**config.mk**
```make
export PLATFORM = sky130hd
export DESIGN_NAME = lbe_accum
export DESIGN_NICKNAME = d
export VERILOG_FILES = /design/src/rtl/lbe_pkg.sv /design/src/rtl/lbe_accum.sv
export SDC_FILE = /design/constraint.sdc
export NUM_CORES = 2
export LEC_CHECK = 0
export BUFFER_PORTS_ARGS = -buffer_cell sky130_fd_sc_hd__buf_2
export CORE_MARGIN = 2
export CORE_UTILIZATION = 37
export DETAILED_ROUTE_END_ITERATION = 7
export GPL_TIMING_DRIVEN = 0
export SETUP_SLACK_MARGIN = 0.1
export SYNTH_ARGS = -nofsm -noshare
export SYNTH_HDL_FRONTEND = slang
export SYNTH_SLANG_ARGS = --single-unit
```
**constraint.sdc**
```tcl
create_clock -name aclk -period 12 [get_ports aclk]
set_input_delay 0.6 -clock aclk [delete_from_list [all_inputs] [get_ports aclk]]
set_output_delay 0.6 -clock aclk [all_outputs]
set_load 0.05 [all_outputs]
```
**src/rtl/lbe_pkg.sv**
```systemverilog
// Shared types and constants for the lattice bending energy block.
`default_nettype none
package lbe_pkg;

    localparam int CFG_DATA_W = 6;
    localparam int CFG_IDX_W  = 1;
    localparam int ENERGY_W   = 63;
    localparam int ACC_W      = 64;
    localparam int DRAIN_W    = 3;

    localparam logic [CFG_IDX_W-1:0] CFG_LAST_COLUMN = 1'b0;
    localparam logic [CFG_IDX_W-1:0] CFG_LAST_ROW    = 1'b1;

    localparam logic [CFG_DATA_W-1:0] CFG_RESET_VALUE = 6'd63;

    // Cycles between the last read of a pass and a settled accumulator.
    localparam logic [DRAIN_W-1:0] DRAIN_CYCLES = 3'd4;

    typedef logic [1:0] lbe_slot_t;

    // Which lattice column a pass read fetches, relative to the current point.
    localparam lbe_slot_t SLOT_COL   = 2'd0;
    localparam lbe_slot_t SLOT_PREV  = 2'd1;
    localparam lbe_slot_t SLOT_PREV2 = 2'd2;

    typedef struct packed {
        logic      vld;
        lbe_slot_t slot;
        logic      i_ge1;
        logic      i_ge2;
        logic      j_ge1;
        logic      j_ge2;
    } lbe_rd_tag_t;

    typedef struct packed {
        logic vld;
        logic twist;
    } lbe_term_ctl_t;

    typedef struct packed {
        logic acc_clear;
        logic out_load;
    } lbe_seq_ctl_t;

endpackage
`default_nettype wire

```
**src/rtl/lbe_accum.sv**
```systemverilog
// Squares the difference vectors and keeps the saturating energy sum.
`default_nettype none
module lbe_accum #(
    parameter int DW = 18
) (
    input  wire logic                          aclk,
    input  wire logic                          aresetn,
    input  wire logic [3*DW-1:0]               diff_vec,
    input  wire lbe_pkg::lbe_term_ctl_t        diff_ctl,
    input  wire logic                          acc_clear,
    output logic      [lbe_pkg::ENERGY_W-1:0]  energy,
    output logic                               saturated
);

    localparam int SQW = 2 * DW - 1;
    localparam int TW  = SQW + 3;

    logic [SQW-1:0]              sq_reg [3];
    lbe_pkg::lbe_term_ctl_t      sq_ctl_reg;
    logic [TW-1:0]               term_reg, term_next, sum3;
    logic                        term_vld_reg;
    logic [lbe_pkg::ENERGY_W-1:0] sum_reg;
    logic                        sat_reg;
    logic [lbe_pkg::ACC_W-1:0]   acc_next;
    logic signed [2*DW-1:0]      prod [3];

    always_comb begin
        for (int k = 0; k < 3; k++) begin
            prod[k] = $signed(diff_vec[k*DW +: DW]) * $signed(diff_vec[k*DW +: DW]);
        end
    end

    assign sum3      = TW'(sq_reg[0]) + TW'(sq_reg[1]) + TW'(sq_reg[2]);
    assign term_next = sq_ctl_reg.twist ? (sum3 << 1) : sum3;
    assign acc_next  = {1'b0, sum_reg} + lbe_pkg::ACC_W'(term_reg);

    always_ff @(posedge aclk) begin
        for (int k = 0; k < 3; k++) begin
            sq_reg[k] <= prod[k][SQW-1:0];
        end
        term_reg <= term_next;
    end

    always_ff @(posedge aclk) begin
        if (!aresetn) begin
            sq_ctl_reg   <= '0;
            term_vld_reg <= 1'b0;
            sum_reg      <= '0;
            sat_reg      <= 1'b0;
        end else begin
            sq_ctl_reg   <= diff_ctl;
            term_vld_reg <= sq_ctl_reg.vld;
            if (acc_clear) begin
                sum_reg <= '0;
                sat_reg <= 1'b0;
            end else if (term_vld_reg) begin
                if (acc_next[lbe_pkg::ACC_W-1]) begin
                    sum_reg <= '1;
                    sat_reg <= 1'b1;
                end else begin
                    sum_reg <= acc_next[lbe_pkg::ENERGY_W-1:0];
                end
            end
        end
    end

    assign energy    = sum_reg;
    assign saturated = sat_reg;

endmodule
`default_nettype wire

```
# == Word-level counts from Yosys, hierarchy flattened ==
# Memories as Yosys holds them, arrays and structs flattened.
# Cells that the tools add are included.
# word_totals
register_bits,105
mem_bits_rw,105
in_bits,59
out_inout_bits,64
elab_cells,19
memories,1
# op_classes
n_addsub,3
n_mul,3
muxes,2
n_bitwise,1
reduce_logical,2
# mem_list
memory,depth,word_bits,rd,rd_ports_with_merged_regs,wr,line_no,source
sq_reg,3,35,3,0,3,lbe_accum.sv:18,logic [SQW-1:0] sq_reg [3];
# op_table
cell,count
$mul 18x18->35,3
$add 63x38->64,1
$mux 63,1
$mux 38,1
$add 36x35->37,1
$add 35x35->36,1
$reduce_and 2->1,1
$reduce_or 2->1,1
$not 1->1,1

# == Longest topological paths before layout ==
# An unclocked memory read counts as a cell.
# logic_depth
ltp_word,4
mapped_depth,28
mapped_depth_nobuf,26

# == Least setup slack after synthesis ==
# Ideal clock, no wire load.
# synth_timing
kind,input -> register
from,input diff_vec[5]
to,memory sq_reg[0][34] in the netlist's numbering
setup_ns,0.120
t_arrival_ns,6.823
slack_ns,5.057
stages,26
path_cell_list,clkbuf_1 > clkbuf_1 > nand2_1 > fa_1 > inv_1 > fa_1 > fa_1 > inv_1 > fa_1 > inv_1 > fa_1 > inv_1 > fa_1 > inv_1 > ha_1 > a21oi_1 > o21ai_0 > o311ai_1 > a31oi_1 > o41ai_2 > o311a_1 > nor3_1 > and4_1 > a2111oi_2 > a21oi_1 > xnor2_1
# synth_rtl
item,line_no,source
start: declaration,lbe_accum.sv:8,"input wire logic [3*DW-1:0] diff_vec,"
end: declaration,lbe_accum.sv:18,

==> flow_summary.toml <==
[timing]
finalCriticalPeriod_ns = 8.417
hold_slack_ns = 0.2526
tightest_slew_ns = 1.224
worst_slack_ns = 3.583
max_freq_mhz = 118.8
rsz0062_at_grt = "false"
finalHoldViolCount = 0
fin_tns_setup_ns = 0
fin_crit_sh_pct = 70.14
setup_viol = 0
slew_headroom_pct = 16.30
slew_violations = 0
fin_skew_ns = 0.04001

[global_route]
gr-usage-met3_pct = 2.050
met1_usage_pct = 25.41
top_usage_layer = "met2"
grt.met2_usage_pct = 29.63
antenna_found_initial = 5
grt_pass1_vias = 31510
grt_usage_pct = 18.03
grt_max_degree = 13
grt_pass1_wl_um = 166900
grt-ovfl-total = 0

[layout]
area_growth_pct = 7.700
final_layout_size_suffix_gt1_share_pct = 4.779
nets = 6076
layout.cells.most_common = "inv_1"
regArea_mm2 = 0.004144
final_cell_mix = "inv_1, fa_1, nand2_1, ha_1, dfxtp_1"
multiInputGateArea_mm2 = 0.03265
nFillCells = 11390
largest_reg_flops = 102

[detailed_routing]
route.antenna.remaining_nets = 0
drt-total-wl_um = 102200
drc = 0
vias = 29930
vias_per_cell = 4.787
post_drt_wl_per_cell_um = 16.34
drt_iter0_drc = 1560
firstDrtPassIters = 8

[cts]
htree_levels = 1
numCtsBuffers = 24
clockBufferDepth = 3
postCtsSetupBuffers = 0
cts.sinks = 207
clk_pin_slew_ns = 0.06
cts_resized = 0
clk_latency_ns = 0.55
hold_buffers = 0
root_buffer = "clkbuf_16"
cts_tree = "done"

[placed_design]
gp_congestion = 0.8915
hpwl_um = 88790
portBuffers = 116
pre_cts_slack_ns = 3.034

[synthesis]
netlist_area_mm2 = 0.04210
synth-seq-area-share_pct = 9.842
synthCells = 4591
synth_area_per_cell_um2 = 9.171
ys_warn_count = 0
ys_ff_latch = 207
synth_cell_types = 88
ys.flop_type = "dfxtp_1"
async_reset_ff_share_pct = 0
synth_edf_count = 0

[die]
die_x_um = 341.3
design.die.area_mm2 = 0.1165
die_h_um = 341.3
initial_utilization_pct = 37.37
pin_count = 123
fp.coreArea_mm2 = 0.1127
rows = 123

[critical_path]
crit_required_ns = 12.40
arrival_ns = 8.81
worstSetupPathType = "primary input to flop"
r2r_cells = 12
start_kind = "primary input"
cp-end-kind = "flop"
path_max_fanout = 10

[worst_hold_path]
worstHoldPathCells = 1
holdCritPathClass = "primary input to flop"

[status]
run_status = "finished, final reports clean"

[run]
cap_violations = 0
-- routing by layer --
metal  share of wire (%)  vias up
met4                 2.7        2
met2                  47      708
met3                 5.1      142
li1                    -    14040
met1                  45    15030
met5              0.0078        -
-- synthesized netlist by cell type, drive strengths merged (3+ instances only) --
master | instances | area, um^2
o211ai | 8 | 60.06
o21a | 14 | 105.1
nor2b | 26 | 162.7
a41o | 5 | 50.05
and3 | 27 | 168.9
a2111oi | 4 | 41.29
clkbuf | 108 | 407.9
nand2 | 393 | 1475
and4 | 7 | 63.81
a221oi | 5 | 56.31
mux2 | 24 | 270.3
nand3 | 32 | 172.7
o31ai | 8 | 60.06
and2 | 112 | 700.7
o21bai | 29 | 217.7
fa | 901 | 18040
a21boi | 3 | 22.52
mux2i | 9 | 90.09
o2111ai | 4 | 52.56
nand4 | 22 | 152.7
xnor2 | 155 | 1358
o311ai | 3 | 26.28
a21oi | 196 | 984.7
a31o | 5 | 43.79
or2 | 13 | 81.33
a31oi | 20 | 131.4
buf | 11 | 62.56
nor4 | 4 | 25.02
or3 | 10 | 62.56
a21o | 69 | 518.0
nand2b | 26 | 162.7
dfxtp | 207 | 4144
inv | 1292 | 4850
o21ai | 119 | 603.1
a211oi | 19 | 180.2
xor2 | 59 | 516.8
a221o | 3 | 31.28
nor3 | 32 | 165.2
nor2 | 195 | 734.5
ha | 381 | 4767
-- through the flow --
stage	cells	area (um^2)	utilization [%]
after global placement	6209	44570	39.56
after global routing	6251	45340	40.25
after CTS	6250	45340	40.25
final	6251	45340	40.25
after detailed placement	6209	44570	39.56
after floorplan	4593	42110	-
-- worst max-delay path: stages --
cell       delay [ns]
buf_2            0.13
clkbuf_1         0.48
clkbuf_1         0.61
nand2_1          0.17
fa_1             0.64
inv_1            0.08
fa_1             0.48
fa_1             0.58
fa_1             0.44
fa_1             0.50
inv_1            0.05
fa_1             0.54
inv_1            0.06
ha_1             0.36
nand4_1          0.18
a2111oi_0        0.99
o211ai_1         0.43
a311oi_1         0.50
and4_1           0.32
nor4_1           0.09
o21bai_1         0.16
a21oi_1          0.10
xnor2_1          0.30
-- path summary, 6_finish.rpt --
| path | startpoint | endpoint | slack, ns |
|---|---|---|---|
| setup / recovery | diff_vec[44] | sq_reg[0][104] | 3.58 |
| hold / removal | diff_vec[0] | sq_reg[0][0] | 0.25 |
| setup reg to reg | sq_reg[0][5] | term_reg[34] | 7.93 |
| hold reg to reg | sq_ctl_reg[1] | term_vld_reg | 0.45 |
-- layout make-up --
class,count,share of cell area (%)
multi-input combinational,2975,72.00
sequential,207,9.139
buffer,119,1.037
clock buffer,32,1.457
tap,1500,4.139
inverter,1292,10.70
timing repair buffer,116,1.280
clock inverter,9,0.2511
antenna,1,0.005519
-- logic make-up (layout without fill, tap and decap cells) --
family,Yosys count,in the layout,share of synthesized area (%)
muxes,33,33,0.8559
AOI/OAI and AO/OA,536,536,8.074
xor gates and xnor gates,214,214,4.452
and+or+nand+nor,907,907,9.967
adders and majority gates,1282,1282,54.16
other,1,4,0.008907
buffers and inverters,1411,1568,12.64
DFF,207,207,9.842
Power is left out: the tool's default activity adds up to more than one toggle a clock period on the data nets, which glitch-free logic cannot reach.
