--- src/rtl/lbe_pkg.sv ---
// Shared types and constants for the lattice bending energy block.
`default_nettype none
package lbe_pkg;

    localparam int CFG_DATA_W = 6;
    localparam int CFG_IDX_W  = 1;
    localparam int ENERGY_W   = 63;
    localparam int ACC_W      = 64;
    localparam int DRAIN_W    = 3;

    localparam logic [CFG_IDX_W-1:0] CFG_LAST_COLUMN = 1'b0;
    localparam logic [CFG_IDX_W-1:0] CFG_LAST_ROW    = 1'b1;

    localparam logic [CFG_DATA_W-1:0] CFG_RESET_VALUE = 6'd63;

    // Cycles between the last read of a pass and a settled accumulator.
    localparam logic [DRAIN_W-1:0] DRAIN_CYCLES = 3'd4;

    typedef logic [1:0] lbe_slot_t;

    // Which lattice column a pass read fetches, relative to the current point.
    localparam lbe_slot_t SLOT_COL   = 2'd0;
    localparam lbe_slot_t SLOT_PREV  = 2'd1;
    localparam lbe_slot_t SLOT_PREV2 = 2'd2;

    typedef struct packed {
        logic      vld;
        lbe_slot_t slot;
        logic      i_ge1;
        logic      i_ge2;
        logic      j_ge1;
        logic      j_ge2;
    } lbe_rd_tag_t;

    typedef struct packed {
        logic vld;
        logic twist;
    } lbe_term_ctl_t;

    typedef struct packed {
        logic acc_clear;
        logic out_load;
    } lbe_seq_ctl_t;

endpackage
`default_nettype wire

--- src/rtl/lbe_diff_unit.sv ---
// Neighbor window and second-difference and twist vectors from the read stream.
`default_nettype none
module lbe_diff_unit #(
    parameter int CB = 16,
    parameter int DW = 18
) (
    input  wire logic                   aclk,
    input  wire logic                   aresetn,
    input  wire logic [3*CB-1:0]        rd_data,
    input  wire lbe_pkg::lbe_rd_tag_t   rd_tag,
    output logic      [3*DW-1:0]        diff_vec,
    output lbe_pkg::lbe_term_ctl_t      diff_ctl
);

    logic [CB-1:0]        c0_reg [3];
    logic [CB-1:0]        c1_reg [3];
    logic [CB-1:0]        p0_reg [3];
    logic [3*DW-1:0]      diff_reg, diff_next;
    lbe_pkg::lbe_term_ctl_t ctl_reg, ctl_next;

    function automatic logic signed [DW-1:0] sx(input logic [CB-1:0] v);
        return {{(DW - CB){v[CB-1]}}, v};
    endfunction

    always_comb begin
        logic signed [DW-1:0] d, ec0, ec1, ep0, r;
        ctl_next = '0;
        for (int k = 0; k < 3; k++) begin
            d   = sx(rd_data[k*CB +: CB]);
            ec0 = sx(c0_reg[k]);
            ec1 = sx(c1_reg[k]);
            ep0 = sx(p0_reg[k]);
            case (rd_tag.slot)
                lbe_pkg::SLOT_COL:   r = d + ec1 - (ec0 <<< 1);
                lbe_pkg::SLOT_PREV:  r = ec0 + ep0 - ec1 - d;
                default:             r = ec0 + d - (ep0 <<< 1);
            endcase
            diff_next[k*DW +: DW] = r;
        end
        case (rd_tag.slot)
            lbe_pkg::SLOT_COL: begin
                ctl_next.vld = rd_tag.vld && rd_tag.j_ge2;
            end
            lbe_pkg::SLOT_PREV: begin
                ctl_next.vld   = rd_tag.vld && rd_tag.i_ge1 && rd_tag.j_ge1;
                ctl_next.twist = 1'b1;
            end
            default: begin
                ctl_next.vld = rd_tag.vld && rd_tag.i_ge2;
            end
        endcase
    end

    always_ff @(posedge aclk) begin
        diff_reg <= diff_next;
        if (rd_tag.vld) begin
            for (int k = 0; k < 3; k++) begin
                case (rd_tag.slot)
                    lbe_pkg::SLOT_COL: begin
                        c0_reg[k] <= rd_data[k*CB +: CB];
                        c1_reg[k] <= c0_reg[k];
                    end
                    lbe_pkg::SLOT_PREV: begin
                        p0_reg[k] <= rd_data[k*CB +: CB];
                    end
                    default: begin
                        p0_reg[k] <= p0_reg[k];
                    end
                endcase
            end
        end
    end

    always_ff @(posedge aclk) begin
        if (!aresetn) begin
            ctl_reg <= '0;
        end else begin
            ctl_reg <= ctl_next;
        end
    end

    assign diff_vec = diff_reg;
    assign diff_ctl = ctl_reg;

endmodule
`default_nettype wire

--- config.mk ---
export PLATFORM = sky130hd
export DESIGN_NAME = lbe_diff_unit
export DESIGN_NICKNAME = d
export VERILOG_FILES = /design/src/rtl/lbe_pkg.sv /design/src/rtl/lbe_diff_unit.sv
export SDC_FILE = /design/constraint.sdc
export NUM_CORES = 1
export LEC_CHECK = 0
export BUFFER_PORTS_ARGS = -buffer_cell sky130_fd_sc_hd__buf_2
export CELL_PAD_IN_SITES_DETAIL_PLACEMENT = 2
export CELL_PAD_IN_SITES_GLOBAL_PLACEMENT = 2
export CORE_MARGIN = 10
export CORE_UTILIZATION = 41
export DETAILED_ROUTE_END_ITERATION = 7
export GPL_TIMING_DRIVEN = 0
export PLACE_DENSITY = 0.88
export SLEW_MARGIN = 40
export SYNTH_ARGS = -nofsm -noshare
export SYNTH_HDL_FRONTEND = slang
export SYNTH_SLANG_ARGS = --single-unit
--- constraint.sdc ---
create_clock -name aclk -period 4.3 [get_ports aclk]
set_input_delay 0 -clock aclk [delete_from_list [all_inputs] [get_ports aclk]]
set_output_delay 0 -clock aclk [all_outputs]
set_load 0.02 [all_outputs]
# Word-level counts from Yosys, hierarchy flattened

Memories as Yosys holds them, arrays and structs flattened.
Index checks and enable logic that the tools add are counted.

Memories kept: 3
Flip-flop bits (word level): 56
Bits of input ports: 57
Bits in writable memories: 144

Memory list:

| name   | depth | bits a word | read ports | clocked after memory_dff | wr ports | line                | text |
|---|---|---|---|---|---|---|---|
| c0_reg | 3     | 16          | 3          | 0                        | 3        | lbe_diff_unit.sv:15 | `logic [CB-1:0] c0_reg [3];` |
| c1_reg | 3     | 16          | 3          | 0                        | 3        | lbe_diff_unit.sv:16 | `logic [CB-1:0] c1_reg [3];` |
| p0_reg | 3     | 16          | 3          | 0                        | 3        | lbe_diff_unit.sv:17 | `logic [CB-1:0] p0_reg [3];` |

Equality and inequality tests: 1
Multiplexer cells: 16
Reduce and logical (&&, ||, !) cells: 6
Bitwise operators: 3
Add/subtract/negate cells: 21

Operators with widths:

| kind               | count |
|---|---|
| $add 16x16->17     | 9 |
| $pmux 18 s2        | 3 |
| $sub 17x17->18     | 6 |
| $sub 17x16->18     | 3 |
| $sub 18x16->18     | 3 |
| $mux 16            | 3 |
| $mux 1             | 9 |
| $logic_and 1x1->1  | 4 |
| $or 1x1->1         | 3 |
| $eq 2x1->1 const B | 1 |
| $logic_not 2->1    | 1 |
| $pmux 1 s2         | 1 |
| $reduce_or 2->1    | 1 |

# Depth between registers and ports, before layout

Word-level depth: 6
Depth in mapped cells: 16
Gate-level depth less buffers: 16

# Least setup slack after synthesis

Ideal clock, no wire load.

Path type: reg-to-reg
Start point: mem p0_reg[0][0]
End point: reg diff_reg[14] (netlist: diff_vec[14])
Path buffers: 0
Cell stages (with the launch flop): 16
Required time: 4.175 ns
Setup slack: 0.729 ns
Clock period less this slack: 3.571 ns
Arrival time: 3.446 ns
Setup time: 0.125 ns
Path through: edfxtp_1 > fa_1 > inv_1 > fa_1 > inv_1 > ha_1 > inv_1 > fa_1 > nand2b_1 > a21oi_1 > o32a_1 > a21oi_2 > o21bai_1 > a21oi_1 > mux2i_1 > o41a_1

RTL lines:

| item                 | line                | text |
|---|---|---|
| from (decl)          | lbe_diff_unit.sv:17 |  |
| to (signal assigned) | lbe_diff_unit.sv:55 | `diff_reg <= diff_next;` |
| to (decl)            | lbe_diff_unit.sv:18 | `logic [3*DW-1:0] diff_reg, diff_next;` |

==> results.toml <==
[status]
status = "complete, no violations"

[logic_synthesis]
synthTopCellsByArea = "edfxtp_1, fa_1, ha_1"
ys_types = 82
synth_edf_count = 144
synth_cells = 1970
synth-seq-cells = 200
synth_area_leader_cell = "edfxtp_1"
syn-cell-area_sq_um = 18900
yosysWarnings = 0
yosys.area.top_type_share_pct = 22.8
ys.flop_type = "edfxtp_1"
synth_fp_nets = 2381
ys_async_sr_fraction_pct = 0
ys_seq_area_share_pct = 28.8
syn_area_per_cell_sq_um = 9.61

[grt]
grt_pass1_wl_microns = 105000
grt_pass1_vias = 17900
grt_usage_pct = 24.3
grt.overflow.total = 0
grt_max_degree = 29
antenna_found_initial = 4

[pwr]
ir_drop_v = 0.000432
p_int_w = 0.00486
p_comb_share_pct = 49.9
power.density_nw_per_um2 = 390
p_clk_share_pct = 21.4
p_leak_nw = 10.4
switching_share_pct = 42.1
seq_power_share_pct = 28.8
p_switching_w = 0.00354

[route]
drc = 0
first_pass_iters = 5
wirelength_microns = 67000
via_per_inst = 5.46
vias = 15100
ant_nets = 0
wl_per_cell_microns = 24.2
drtIter0Drc = 785

[clock_network]
clockBufferDepth = 2
cts_buffers = 17
cts_root_buf = "clkbuf_16"
clk_pin_slew_ns = 0.08
clock_latency_ns = 0.54
cts.sinks = 200
tritoncts = "yes"
htreeDepth = 4

[worst_hold_path]
hold_class = "in2reg"
hold_depth = 2

[layout]
stdcell_count = 2771
drive_above_1_share_pct = 8.62
largest_register_ffs = 54
syn_to_final_growth_pct = 13.6
layout.nets = 2567
final_cell_mix = "inv_1, fa_1, ha_1, edfxtp_1, a21oi_1"
final_common_cell = "inv_1"
design_area_sq_um = 21500

[sta]
setup_violations = 0
min_period_ns = 4.19
fin_ws_ns = 0.108
report.final.slew_viol_count = 0
slew_headroom_pct = 43.0
hold_viol_final = 0
worst_slew_pin_slew_ns = 0.853
fmax_ghz = 0.239
min_period_over_period_pct = 97.5
skew_ns = 0.0274
tns_ns = 0

[placed_design]
port_buffers = 110
postPlaceCellArea_sq_um = 20300
place_ws_ns = 0.108
dp.cells = 2684
dp_hpwl_microns = 53000
gp_congestion = 0.857

[floorplanning]
std_cell_rows = 78
fp.coreArea_sq_um = 45500
die_w_microns = 235
dieArea_sq_um = 55200
die_h_microns = 235
start_util_pct = 41.6
ios = 113

[worst_setup_path]
cp-start-kind = "register"
required_ns = 4.67
reg2regPathDepth = 15
cp_max_fo = 4
cp-end-kind = "register"
cp.arrival_ns = 4.56
path_class = "reg2reg"

[run]
max_cap_violations = 0
-- power groups by stage --
stage | Combinational, W | Sequential [W] | Clock, W
4_1_cts | 0.00414 | 0.00242 | 0.00183
3_5_place_dp | 0.00404 | 0.00245 | 0
2_1_floorplan | 0.00252 | 0.00266 | 0
6_report | 0.00419 | 0.00242 | 0.00179
3_3_place_gp | 0.00376 | 0.00244 | 0
5_1_grt | 0.00459 | 0.00244 | 0.00190
-- metal layers --
| metal | vias to the layer above | track usage [%] | routed length (microns) |
|---|---|---|---|
| met3 | 160 | 4.38 | 2230 |
| met1 | 7781 | 26.6 | 26300 |
| met4 | 6 | 11.1 | 2740 |
| li1 | 6847 | - | - |
| met2 | 327 | 44.9 | 35700 |
| met5 | - | 0 | 38 |
-- area by class of cell --
class / instances / area (sq um)
clock inverter: 9 / 108
sequential: 200 / 5450
inverter: 507 / 1900
fill: 4856 / 24000
antenna: 2 / 5.00
tap: 600 / 751
buffer: 26 / 111
clock buffer: 23 / 510
timing repair buffer: 167 / 1160
multi-input combinational: 1237 / 11500
-- cells in the mapped netlist, drive strengths merged, types with 4 or more instances --
cell type / n
a22oi: 5
or3: 6
o21ai: 98
nand3: 21
a21oi: 131
nand4: 13
o31ai: 10
o21bai: 13
nor3: 14
inv: 506
a31oi: 19
xor2: 49
o21a: 11
o211ai: 10
or2: 4
a311oi: 5
fa: 195
o221ai: 5
a221oi: 5
clkbuf: 23
edfxtp: 144
and3: 12
a211oi: 24
nand2: 85
o22ai: 7
a211o: 6
dfxtp: 56
nand2b: 32
mux2i: 12
nor2: 88
a221o: 6
nor2b: 11
o31a: 5
a21o: 56
xnor2: 72
ha: 159
-- worst max-delay path, cell delays in order, from the launching register on --
cell and delay, ns:
edfxtp_1 0.48, fa_1 0.54, inv_1 0.05, fa_1 0.44, inv_1 0.08, ha_1 0.23, inv_1 0.09, fa_1 0.45
nor2b_1 0.23, o31a_1 0.28, o2111ai_2 0.26, nand2_1 0.20, a31oi_1 0.12, xnor2_1 0.15, a211oi_1 0.32, a21oi_1 0.11
-- timing repair --
item	in CTS	in global routing
resized for setup	0	3
buffers inserted	0	2
hold buffers	51	0
endpoints found under the hold margin	101	0
setup endpoints to repair	0	4
-- worst paths after layout --
kind	slack, ns	from	end
max reg2reg	0.11	p0_reg[1][0]	diff_vec[30]
min reg2reg	0.51	c0_reg[0][27]	c1_reg[0][27]
max	0.11	p0_reg[1][0]	diff_vec[30]
min	0.26	rd_data[37]	c0_reg[0][37]
-- stage by stage --
step	util (%)	total power (W)	hold slack, ns
final	47.3	0.00839	0.257
after global placement	44.5	0.00620	0.225
after CTS	47.2	0.00839	0.220
after global routing	47.3	0.00893	0.259
after detailed placement	44.7	0.00649	0.228
after floorplan	-	0.00519	0.0989
-- kinds of logic (layout without fill, tap and decap cells) --
family / after synthesis / count (layout) / share of synthesized area (%)
adders and majority gates: 354 / 354 / 31.1
xor gates and xnor gates: 121 / 121 / 5.60
and+or+nand+nor: 299 / 299 / 7.52
DFF: 200 / 200 / 28.8
AOI/OAI and AO/OA: 450 / 450 / 15.7
other: 0 / 2 / 0
muxes: 13 / 13 / 0.694
buffers and inverters: 533 / 732 / 10.6
Power figures use the tool's default switching activity.
