## config.mk

```make
export PLATFORM = sky130hd
export DESIGN_NAME = lbe_sequencer
export DESIGN_NICKNAME = d
export VERILOG_FILES = /design/src/rtl/lbe_pkg.sv /design/src/rtl/lbe_sequencer.sv
export SDC_FILE = /design/constraint.sdc
export NUM_CORES = 1
export LEC_CHECK = 0
export BUFFER_PORTS_ARGS = -buffer_cell sky130_fd_sc_hd__buf_2
export CAP_MARGIN = 20
export CORE_MARGIN = 3
export CORE_UTILIZATION = 54
export DETAILED_ROUTE_END_ITERATION = 7
export GPL_TIMING_DRIVEN = 0
export PLACE_DENSITY = 0.77
export SETUP_SLACK_MARGIN = 0.4
export SLEW_MARGIN = 25
export SYNTH_ARGS = -nofsm -noshare
export SYNTH_HDL_FRONTEND = slang
export SYNTH_SLANG_ARGS = --single-unit
```

## constraint.sdc

```tcl
create_clock -name aclk -period 2.7 [get_ports aclk]
set_input_delay 0 -clock aclk [delete_from_list [all_inputs] [get_ports aclk]]
set_output_delay 0 -clock aclk [all_outputs]
set_load 0.005 [all_outputs]
```

## src/rtl/lbe_pkg.sv

```systemverilog
// Shared types and constants for the lattice bending energy block.
`default_nettype none
package lbe_pkg;

    localparam int CFG_DATA_W = 6;
    localparam int CFG_IDX_W  = 1;
    localparam int ENERGY_W   = 63;
    localparam int ACC_W      = 64;
    localparam int DRAIN_W    = 3;

    localparam logic [CFG_IDX_W-1:0] CFG_LAST_COLUMN = 1'b0;
    localparam logic [CFG_IDX_W-1:0] CFG_LAST_ROW    = 1'b1;

    localparam logic [CFG_DATA_W-1:0] CFG_RESET_VALUE = 6'd63;

    // Cycles between the last read of a pass and a settled accumulator.
    localparam logic [DRAIN_W-1:0] DRAIN_CYCLES = 3'd4;

    typedef logic [1:0] lbe_slot_t;

    // Which lattice column a pass read fetches, relative to the current point.
    localparam lbe_slot_t SLOT_COL   = 2'd0;
    localparam lbe_slot_t SLOT_PREV  = 2'd1;
    localparam lbe_slot_t SLOT_PREV2 = 2'd2;

    typedef struct packed {
        logic      vld;
        lbe_slot_t slot;
        logic      i_ge1;
        logic      i_ge2;
        logic      j_ge1;
        logic      j_ge2;
    } lbe_rd_tag_t;

    typedef struct packed {
        logic vld;
        logic twist;
    } lbe_term_ctl_t;

    typedef struct packed {
        logic acc_clear;
        logic out_load;
    } lbe_seq_ctl_t;

endpackage
`default_nettype wire

```

## src/rtl/lbe_sequencer.sv

```systemverilog
// Configuration registers, load addressing and the read sequence of the energy pass.
`default_nettype none
module lbe_sequencer #(
    parameter int MAX_SIDE = 64,
    parameter int IW       = 6,
    parameter int AW       = 12
) (
    input  wire logic                          aclk,
    input  wire logic                          aresetn,
    input  wire logic                          s_accept,
    input  wire logic                          cfg_wr_en,
    input  wire logic [lbe_pkg::CFG_IDX_W-1:0] cfg_wr_index,
    input  wire logic [lbe_pkg::CFG_DATA_W-1:0] cfg_wr_data,
    input  wire logic                          out_free,
    output logic                               s_ready,
    output logic      [AW-1:0]                 wr_addr,
    output logic                               rd_en,
    output logic      [AW-1:0]                 rd_addr,
    output lbe_pkg::lbe_rd_tag_t               rd_tag,
    output lbe_pkg::lbe_seq_ctl_t              seq_ctl
);

    localparam logic [1:0] ST_LOAD  = 2'd0;
    localparam logic [1:0] ST_PASS  = 2'd1;
    localparam logic [1:0] ST_DRAIN = 2'd2;
    localparam logic [1:0] ST_DONE  = 2'd3;

    logic [1:0]                         state_reg, state_next;
    logic [lbe_pkg::CFG_DATA_W-1:0]     col_cfg_reg, col_cfg_next;
    logic [lbe_pkg::CFG_DATA_W-1:0]     row_cfg_reg, row_cfg_next;
    logic [IW-1:0]                      li_reg, li_next, lj_reg, lj_next;
    logic [AW-1:0]                      la_reg, la_next;
    logic [IW-1:0]                      pi_reg, pi_next, pj_reg, pj_next;
    logic [AW-1:0]                      pa_reg, pa_next;
    lbe_pkg::lbe_slot_t                 phase_reg, phase_next;
    logic [lbe_pkg::DRAIN_W-1:0]        drain_reg, drain_next;
    lbe_pkg::lbe_rd_tag_t               tag_reg, tag_next;
    logic [IW-1:0]                      m_eff, n_eff;
    logic [AW-1:0]                      rows, addr_prev, addr_prev2;
    logic                               i_ge1, i_ge2;

    assign m_eff = (32'(col_cfg_reg) > MAX_SIDE - 1) ? IW'(MAX_SIDE - 1) : IW'(col_cfg_reg);
    assign n_eff = (32'(row_cfg_reg) > MAX_SIDE - 1) ? IW'(MAX_SIDE - 1) : IW'(row_cfg_reg);
    assign rows  = AW'(n_eff) + AW'(1);

    assign i_ge1      = (pi_reg != '0);
    assign i_ge2      = (pi_reg > IW'(1));
    assign addr_prev  = i_ge1 ? pa_reg - rows : pa_reg;
    assign addr_prev2 = i_ge2 ? pa_reg - (rows << 1) : pa_reg;

    assign s_ready = (state_reg == ST_LOAD);
    assign wr_addr = la_reg;
    assign rd_en   = (state_reg == ST_PASS);
    assign rd_tag  = tag_reg;

    always_comb begin
        case (phase_reg)
            lbe_pkg::SLOT_PREV:  rd_addr = addr_prev;
            lbe_pkg::SLOT_PREV2: rd_addr = addr_prev2;
            default:             rd_addr = pa_reg;
        endcase
    end

    always_comb begin
        state_next        = state_reg;
        col_cfg_next      = col_cfg_reg;
        row_cfg_next      = row_cfg_reg;
        li_next           = li_reg;
        lj_next           = lj_reg;
        la_next           = la_reg;
        pi_next           = pi_reg;
        pj_next           = pj_reg;
        pa_next           = pa_reg;
        phase_next        = phase_reg;
        drain_next        = drain_reg;
        seq_ctl.acc_clear = 1'b0;
        seq_ctl.out_load  = 1'b0;

        tag_next.vld   = (state_reg == ST_PASS);
        tag_next.slot  = phase_reg;
        tag_next.i_ge1 = i_ge1;
        tag_next.i_ge2 = i_ge2;
        tag_next.j_ge1 = (pj_reg != '0);
        tag_next.j_ge2 = (pj_reg > IW'(1));

        if (cfg_wr_en) begin
            unique case (cfg_wr_index)
                lbe_pkg::CFG_LAST_COLUMN: col_cfg_next = cfg_wr_data;
                lbe_pkg::CFG_LAST_ROW:    row_cfg_next = cfg_wr_data;
                default:                  col_cfg_next = col_cfg_reg;
            endcase
            li_next = '0;
            lj_next = '0;
            la_next = '0;
        end

        unique case (state_reg)
            ST_LOAD: begin
                if (s_accept) begin
                    if (li_reg == m_eff && lj_reg == n_eff) begin
                        li_next           = '0;
                        lj_next           = '0;
                        la_next           = '0;
                        pi_next           = '0;
                        pj_next           = '0;
                        pa_next           = '0;
                        phase_next        = lbe_pkg::SLOT_COL;
                        seq_ctl.acc_clear = 1'b1;
                        state_next        = ST_PASS;
                    end else begin
                        la_next = la_reg + AW'(1);
                        if (lj_reg == n_eff) begin
                            lj_next = '0;
                            li_next = li_reg + IW'(1);
                        end else begin
                            lj_next = lj_reg + IW'(1);
                        end
                    end
                end
            end
            ST_PASS: begin
                if (phase_reg == lbe_pkg::SLOT_PREV2) begin
                    phase_next = lbe_pkg::SLOT_COL;
                    pa_next    = pa_reg + AW'(1);
                    if (pj_reg == n_eff) begin
                        pj_next = '0;
                        pi_next = pi_reg + IW'(1);
                    end else begin
                        pj_next = pj_reg + IW'(1);
                    end
                    if (pi_reg == m_eff && pj_reg == n_eff) begin
                        drain_next = '0;
                        state_next = ST_DRAIN;
                    end
                end else begin
                    phase_next = phase_reg + 2'd1;
                end
            end
            ST_DRAIN: begin
                drain_next = drain_reg + lbe_pkg::DRAIN_W'(1);
                if (drain_reg == lbe_pkg::DRAIN_CYCLES - lbe_pkg::DRAIN_W'(1)) begin
                    state_next = ST_DONE;
                end
            end
            ST_DONE: begin
                if (out_free) begin
                    seq_ctl.out_load = 1'b1;
                    state_next       = ST_LOAD;
                end
            end
            default: state_next = ST_LOAD;
        endcase
    end

    always_ff @(posedge aclk) begin
        if (!aresetn) begin
            state_reg   <= ST_LOAD;
            col_cfg_reg <= lbe_pkg::CFG_RESET_VALUE;
            row_cfg_reg <= lbe_pkg::CFG_RESET_VALUE;
            li_reg      <= '0;
            lj_reg      <= '0;
            la_reg      <= '0;
            pi_reg      <= '0;
            pj_reg      <= '0;
            pa_reg      <= '0;
            phase_reg   <= lbe_pkg::SLOT_COL;
            drain_reg   <= '0;
            tag_reg     <= '0;
        end else begin
            state_reg   <= state_next;
            col_cfg_reg <= col_cfg_next;
            row_cfg_reg <= row_cfg_next;
            li_reg      <= li_next;
            lj_reg      <= lj_next;
            la_reg      <= la_next;
            pi_reg      <= pi_next;
            pj_reg      <= pj_next;
            pa_reg      <= pa_next;
            phase_reg   <= phase_next;
            drain_reg   <= drain_next;
            tag_reg     <= tag_next;
        end
    end

endmodule
`default_nettype wire

```

== Word-level counts from Yosys, hierarchy flattened ==
Cells that the tools add are included.
Word-level totals
  bits in registers: 74
  bits of input ports: 12
  output and inout bits: 35
  logic and storage cells: 110
Operators by class
  add/subtract/negate cells: 11
  $lt $le $gt $ge: 2
  equal/unequal tests: 17
  mux-type cells: 48
  bitwise logic cells: 1
  reductions and logical operators: 14
Operator list (count)
  $mux W12: 9
  $mux W6: 16
  $pmux W12 S2: 2
  $add A12 B1 Y12 const B: 2
  $add A6 B1 Y6 const B: 4
  $eq A6 B6 Y1: 4
  $pmux W6 S2: 2
  $mux W2: 9
  $gt A6 B1 Y1 const B: 2
  $reduce_bool A6 Y1: 2
  $sub A12 B7 Y12: 1
  $sub A12 B8 Y12: 1
  $ne A2 B1 Y1 const B: 4
  $pmux W2 S4: 1
  $add A6 B1 Y7 const B: 1
  $eq A2 B2 Y1 const B: 3
  $mux W3: 2
  $ne A2 B2 Y1 const B: 3
  $pmux W3 S2: 1
  $reduce_and A3 Y1: 2
  $reduce_and A6 Y1: 1
  $mux W1: 5
  $reduce_and A5 Y1: 1
  $eq A2 B1 Y1 const B: 2
  other kinds (10): 13

== Longest topological paths before layout ==
Gate-level depths: netlist of run 1.
  word-level depth: 5
  depth in mapped cells: 11
  depth with buffers taken out: 11

== Worst setup path before layout of run 1 ==
OpenSTA, ideal clock, no wires.
  path type: register to output
  start point: reg row_cfg_reg, in the netlist n_eff[0]
  end point: out rd_addr[6]
  arrival: 2968 ps
  data required time: 2700 ps
  path slack: -268 ps
  cell stages (with the launch flop): 11
  path buffers: 0
  cells stage by stage: dfxtp_1 > ha_1 > inv_1 > fa_1 > maj3_2 > maj3_2 > maj3_2 > maj3_2 > xnor2_1 > or3_1 > o311ai_0
Between the ends
  cells in the longest elaborated chain, start to end: 4
  elaborated cells between the ends (all ways): 6
RTL lines
  start, declared: line lbe_sequencer.sv:30  | logic [lbe_pkg::CFG_DATA_W-1:0] row_cfg_reg, row_cfg_next;
  start signal, assigned: line lbe_sequencer.sv:159  | row_cfg_reg <= lbe_pkg::CFG_RESET_VALUE;
  start signal, assigned: line lbe_sequencer.sv:172  | row_cfg_reg <= row_cfg_next;
  $add A6 B1 Y7 (*): line lbe_sequencer.sv:44  | assign rows = AW'(n_eff) + AW'(1);
  $sub A12 B8 Y12 or $sub A12 B7 Y12 (tied branches): line lbe_sequencer.sv:49, lbe_sequencer.sv:48
  $mux W12 (on tied branches): line lbe_sequencer.sv:49, lbe_sequencer.sv:48
  $pmux W12 S2 (*): line lbe_sequencer.sv:57  | case (phase_reg)
  end, declared: line lbe_sequencer.sv:18  | output logic [AW-1:0] rd_addr,
Mark *: on every way between the ends. The rest lies on a longest branch, timed or not.

== Worst setup path in the final report of run 1 ==
  start point: reg row_cfg_reg, in the netlist n_eff[0]
  end point: out rd_addr[9]
The elaborated chain is that of the path after synthesis.

==> results of run 1 <==
==> routing by layer <==
layer	up-vias	share of wire, %	track usage (%)
met3	34	6.1	4.75
met2	184	48	43.2
met1	2252	43	33.4
li1	2305	-	-
met4	0	2.5	8.08
met5	-	0	0
==> tightest hold or removal path: cells and delay by family <==
kind / cells / cell delay [ns]
AND/OR/NAND/NOR: 3 / 0.23
buffers and inverters: 1 / 0.11
==> placed cells by master (no fill, tap or decap), types with 20 or more instances in the layout <==
master,n
nand3_1,33
a21oi_1,20
nand2_1,76
buf_2,48
nor2_1,40
ha_1,25
inv_1,23
o21ai_0,37
xnor2_1,34
dfxtp_1,70
and2_1,20
nor2b_1,20
==> final cells by class <==
cell class	instances	area share (%)
Multi-Input combinational cell	490	58.0
Sequential cell	74	24.8
Timing Repair Buffer	66	6.68
Buffer	28	2.39
Clock buffer	10	2.29
Tap cell	108	2.25
Inverter	29	1.93
Clock inverter	6	1.62
==> stage by stage <==
stage                     cell area [sq um]  setup TNS (ns)  util (%)
final                                  6010           -4.26      68.6
after global routing                   6010           -4.83      68.6
after CTS                              5860           -4.22      66.9
after detailed placement               5310           -7.86      60.6
after global placement                 5310           -5.64      60.6
after floorplan                        4940          -0.116         -
==> worst max path at each step <==
stage	depth (start not counted)	slack (ns)	endpoint
floorplan	10	-0.08	rd_addr[6]
global placement	12	-0.47	rd_addr[8]
detailed placement	12	-0.51	rd_addr[8]
CTS	11	-0.69	rd_addr[6]
global route	12	-0.76	rd_addr[9]
finish	12	-0.71	rd_addr[9]
==> timing repair <==
action                                  in CTS  in global routing
endpoints found under the hold margin       16                  0
gates cloned                                 0                  1
pin swaps                                   13                 15
resized for setup                           43                 38
endpoints found under the setup margin      49                 44
setup buffers                               10                  3
hold buffers                                 7                  0
==> power by group <==
group | internal [mW] | switching (mW) | leakage (nW)
Clock | 0.559 | 0.469 | 0.119
Sequential | 1.11 | 0.0166 | 0.600
Combinational | 0.206 | 0.248 | 1.67
==> cells by family (layout without fill, tap and decap cells) <==
family	after synthesis	in the layout
adder cells (fa/ha/maj)	38	38
buffers and inverters	57	139
flip-flops	74	74
multiplexers	7	7
AO/OA/AOI/OAI	125	125
AND/OR/NAND/NOR	261	262
XOR/XNOR	58	58
==> flow_metrics.tcl, run 1 <==
set metrics [dict create \
    portBuffers 46 \
    holdPathEnd "col_cfg_reg[0]$_SDFFE_PN1P_" \
    ys_ff_latch 74 \
    slew_violations 0 \
    wl_per_cell_um 16.3 \
    cp_max_fo 3 \
    synth-main-ff-cell "dfxtp_1" \
    whs_path_depth 4 \
    rr_startpoint "n_eff[1]$_SDFFE_PN1P_" \
    ys_top_cells_by_count "nand2_1, dfxtp_1, nor2_1" \
    post-route-period-util_pct 126 \
    worst_slew_pin_slew_ns 0.935 \
    synth.most_common_cell "nand2_1" \
    num_vias 4775 \
    synthesis.area_sq_um 4910 \
    syn_area_per_cell_sq_um 7.92 \
    routed_wl_um 13200 \
    max-clock-path-buffers 2 \
    critical_path_arrival_ns 3.41 \
    max_slew_margin_pct 37.2 \
    end_kind "output port" \
    die_h_um 101 \
    dp_slack_ns -0.512 \
    reg2reg_slack_ns 0.46 \
    yosysUniqueCellTypes 64 \
    cts_tree "done" \
    grt_max_degree 15 \
    multi_input_area_sq_um 3490 \
    grt_pass1_wl_um 21300 \
    syn2layout_area_growth_pct 22.5 \
    cts_made_buffers 9 \
    syn-num-nets 663 \
    p_leak_nw 2.39 \
    coreArea_sq_um 8760 \
    synth_edf_count 0 \
    diodes 0 \
    synth_adder_area_share_pct 9.81 \
    finalClockSkew_ns 0.0121 \
    cpMostUsedCell "maj3_2" \
    drc 0 \
    timing.fmax_mhz 293 \
    cp_cell_sequence "ha_4, buf_4, fa_2, inv_1, maj3_2, maj3_2, o21a_1, maj3_2, and2_4, or4b_1, o2111ai_1, buf_2" \
    muxShareOfSynthArea_pct 1.48 \
    synthTopCellsByArea "dfxtp_1, ha_1, xnor2_1" \
    cp_slowest_cell "or4b_1" \
    place_hpwl_um 9320 \
    drive_gt1_share_pct 22.6 \
    first_global_vias 4445 \
    synth-xor-area-share_pct 10.5 \
    hp-start "cfg_wr_index" \
    post-synth-top-area-fraction_pct 30.2 \
    viasPerCell 5.89 \
    cts.sinks 74 \
    drv_cap 0 \
    n_fill_cell 678 \
    ant_nets 0 \
    grt_use_total_pct 25.7 \
    power_density_nw_per_um2 433 \
    synth_top_family_by_area "simple AND/OR/NAND/NOR gates" \
    synth-simple-area-share_pct 26.8 \
    startpoint "n_eff[0]$_SDFFE_PN1P_" \
    worstSetupPathType "register to output port" \
    stdcell_count 811 \
    path_clk_slew_ns 0.09 \
    rows 34 \
    setup_ws_ns -0.709 \
    regArea_sq_um 1490 \
    crit_path_max_incr_delay_ns 0.45 \
    io_pins 47 \
    layout.nets 741 \
    ys_warn_count 0 \
    violations "negative setup slack" \
    die-width_um 101 \
    htreeDepth 3 \
    setup_violations 7 \
    die_area_sq_um 10300 \
    period_needed_ns 3.41 \
    hold_viol 0 \
    r2r-end "pa_reg[9]$_SDFFE_PN0P_" \
    antenna_found_initial 0 \
    start_util_pct 56.0 \
    async_reset_ff_share_pct 0 \
    overflow 0 \
    firstDrtPassIters 4 \
    peakVddDrop_mv 0.271 \
    whs_ns 0.0245 \
    outcome "complete, but fails checks" \
    critPathTopFamily "adder cells" \
    power_mw 2.60 \
    worst-r2r-cell-count 9 \
    synth-compound-area-share_pct 16.7 \
    drtIter0Drc 277 \
    placedCellCount 774 \
    cp.required_ns 2.70 \
    clk_latency_ns 0.36 \
    cp-start-kind "register" \
    yosysTopAreaCell "dfxtp_1" \
    rsz0062_at_grt "yes" \
    syn_inst 620 \
    hp-class "input port to register" \
    ys_seq_area_share_pct 30.2 \
    path_buf_inv 3 \
    cts-root-buf "clkbuf_8" \
    routabilityCongestion 0.886 \
]
Note: power is estimated with default switching activity, not from simulation.
==> inputs of run 2 (changes only) <==
--- a/config.mk
+++ b/config.mk
@@ -5,13 +5,15 @@
 export SDC_FILE = /design/constraint.sdc
 export NUM_CORES = 1
 export LEC_CHECK = 0
-export BUFFER_PORTS_ARGS = -buffer_cell sky130_fd_sc_hd__buf_2
 export CAP_MARGIN = 20
+export CELL_PAD_IN_SITES_DETAIL_PLACEMENT = 0
+export CELL_PAD_IN_SITES_GLOBAL_PLACEMENT = 1
 export CORE_MARGIN = 3
-export CORE_UTILIZATION = 54
+export CORE_UTILIZATION = 43
 export DETAILED_ROUTE_END_ITERATION = 7
+export DONT_BUFFER_PORTS = 1
 export GPL_TIMING_DRIVEN = 0
-export PLACE_DENSITY = 0.77
+export PLACE_DENSITY_LB_ADDON = 0.1
 export SETUP_SLACK_MARGIN = 0.4
 export SLEW_MARGIN = 25
 export SYNTH_ARGS = -nofsm -noshare
==> run 2 against run 1 <==
The flow still finishes with violations (negative setup slack). Global-route usage fell by 3.8 points. Combinational power grew 11%. Sequential cell count unchanged. Critical path type unchanged. Sequential share of layout area down 0.64 points.
==> flow_metrics.tcl, run 2 (synthesized netlist as in run 1, its figures left out) <==
set metrics [dict create \
    firstDrtPassIters 4 \
    drc 0 \
    peakVddDrop_mv 0.265 \
    worst-r2r-cell-count 11 \
    end_kind "output port" \
    drtIter0Drc 236 \
    grt_pass1_wl_um 22200 \
    drv_cap 0 \
    slew_violations 0 \
    ant_nets 0 \
    coreArea_sq_um 11000 \
    layout.nets 715 \
    clk_latency_ns 0.34 \
    power_density_nw_per_um2 455 \
    hold_viol 0 \
    routabilityCongestion 0.847 \
    overflow 0 \
    portBuffers 0 \
    die_area_sq_um 12700 \
    timing.fmax_mhz 303 \
    finalClockSkew_ns 0.0102 \
    place_hpwl_um 9750 \
    hp-class "input port to register" \
    diodes 0 \
    violations "negative setup slack" \
    first_global_vias 4467 \
    postLayoutCoreUtil_pct 56.2 \
    cts.sinks 74 \
    viasPerCell 5.52 \
    num_vias 4513 \
    grt_use_total_pct 21.9 \
    worst_slew_pin_slew_ns 0.967 \
    cts_made_buffers 9 \
    final_common_cell "nand2_1" \
    routed_wl_um 13700 \
    worstSetupPathType "register to output port" \
    cts_tree "done" \
    setup_tns_ns -3.28 \
    period_needed_ns 3.30 \
    p_leak_nw 2.29 \
    grt_max_degree 12 \
    cts-root-buf "clkbuf_16" \
    max-clock-path-buffers 2 \
    syn2layout_area_growth_pct 25.7 \
    setup_violations 7 \
    rsz0062_at_grt "yes" \
    max_slew_margin_pct 35.1 \
    die-width_um 113 \
    die_h_um 113 \
    critical_path_arrival_ns 3.30 \
    whs_path_depth 3 \
    htreeDepth 3 \
    wl_per_cell_um 16.8 \
    path_clk_slew_ns 0.05 \
    cp-start-kind "register" \
    drive_gt1_share_pct 19.4 \
    start_util_pct 44.7 \
    antenna_found_initial 0 \
    cp.required_ns 2.70 \
    final_cell_mix "nand2_1, dfxtp_1, nor2_1" \
    setup_ws_ns -0.599 \
    outcome "complete, but fails checks" \
    post-route-period-util_pct 122 \
    rows 38 \
    io_pins 47 \
    cp_max_fo 4 \
]
[run 2: final timing paths]
path	to	from	slack [ns]
hold / removal	col_cfg_reg[5]$_SDFFE_PN1P_	cfg_wr_en	0.03
hold reg to reg	li_reg[5]$_SDFF_PN0_	li_reg[5]$_SDFF_PN0_	0.51
setup reg to reg	pj_reg[5]$_SDFFE_PN0P_	n_eff[0]$_SDFFE_PN1P_	0.53
setup / recovery	rd_addr[6]	n_eff[0]$_SDFFE_PN1P_	-0.60
[run 2: critical path, cell delays in order, from the launching register on]
cell and delay, ns:
dfxtp_4 0.38, ha_4 0.30, inv_4 0.04, fa_2 0.34, maj3_2 0.31, maj3_2 0.32, maj3_2 0.31, maj3_2 0.36
xnor2_2 0.14, or3_4 0.38, o311ai_4 0.07
[run 2: stage by stage]
step	setup WS, ns	hold WS (ns)	instances	instance area [sq um]	total power, mW
final	-0.599	0.0316	817	6170	2.80
after global routing	-0.681	0.0595	817	6170	2.92
after CTS	-0.557	0.0246	807	5940	2.77
after detailed placement	-0.483	0.120	760	5120	1.50
after global placement	-0.475	0.121	760	5120	1.49
after floorplan	-0.0825	0.110	620	4940	1.42
[run 2: metal layers]
layer | track usage (%) | vias up | routed length (um)
met2 | 37.2 | 96 | 6560
met5 | 0 | - | 0
met4 | 7.85 | 0 | 278
met1 | 27.4 | 2137 | 6130
li1 | - | 2259 | -
met3 | 4.49 | 21 | 721
[run 2: timing repair]
action                                  in CTS  in global routing
hold buffers                                16                  0
pin swaps                                   15                 25
endpoints found under the setup margin      51                 39
gates cloned                                 0                  1
hold endpoints to repair                    19                  0
setup buffers                               15                  9
resized for setup                           59                 42
[run 2: area by class of cell]
cell class	count	area (sq um)
fillers	1034	4810
multi-input cells	490	3610
flip-flops and latches	74	1490
repair buffers	40	352
clock buffers	13	240
well taps	140	175
plain buffers	28	144
inverters	29	116
clock inverters	3	40.0
[run 2: power breakdown]
part	internal [mW]	switching [mW]	total, mW
Clock	0.714	0.463	1.18
Combinational	0.243	0.259	0.502
Sequential	1.11	0.0183	1.13
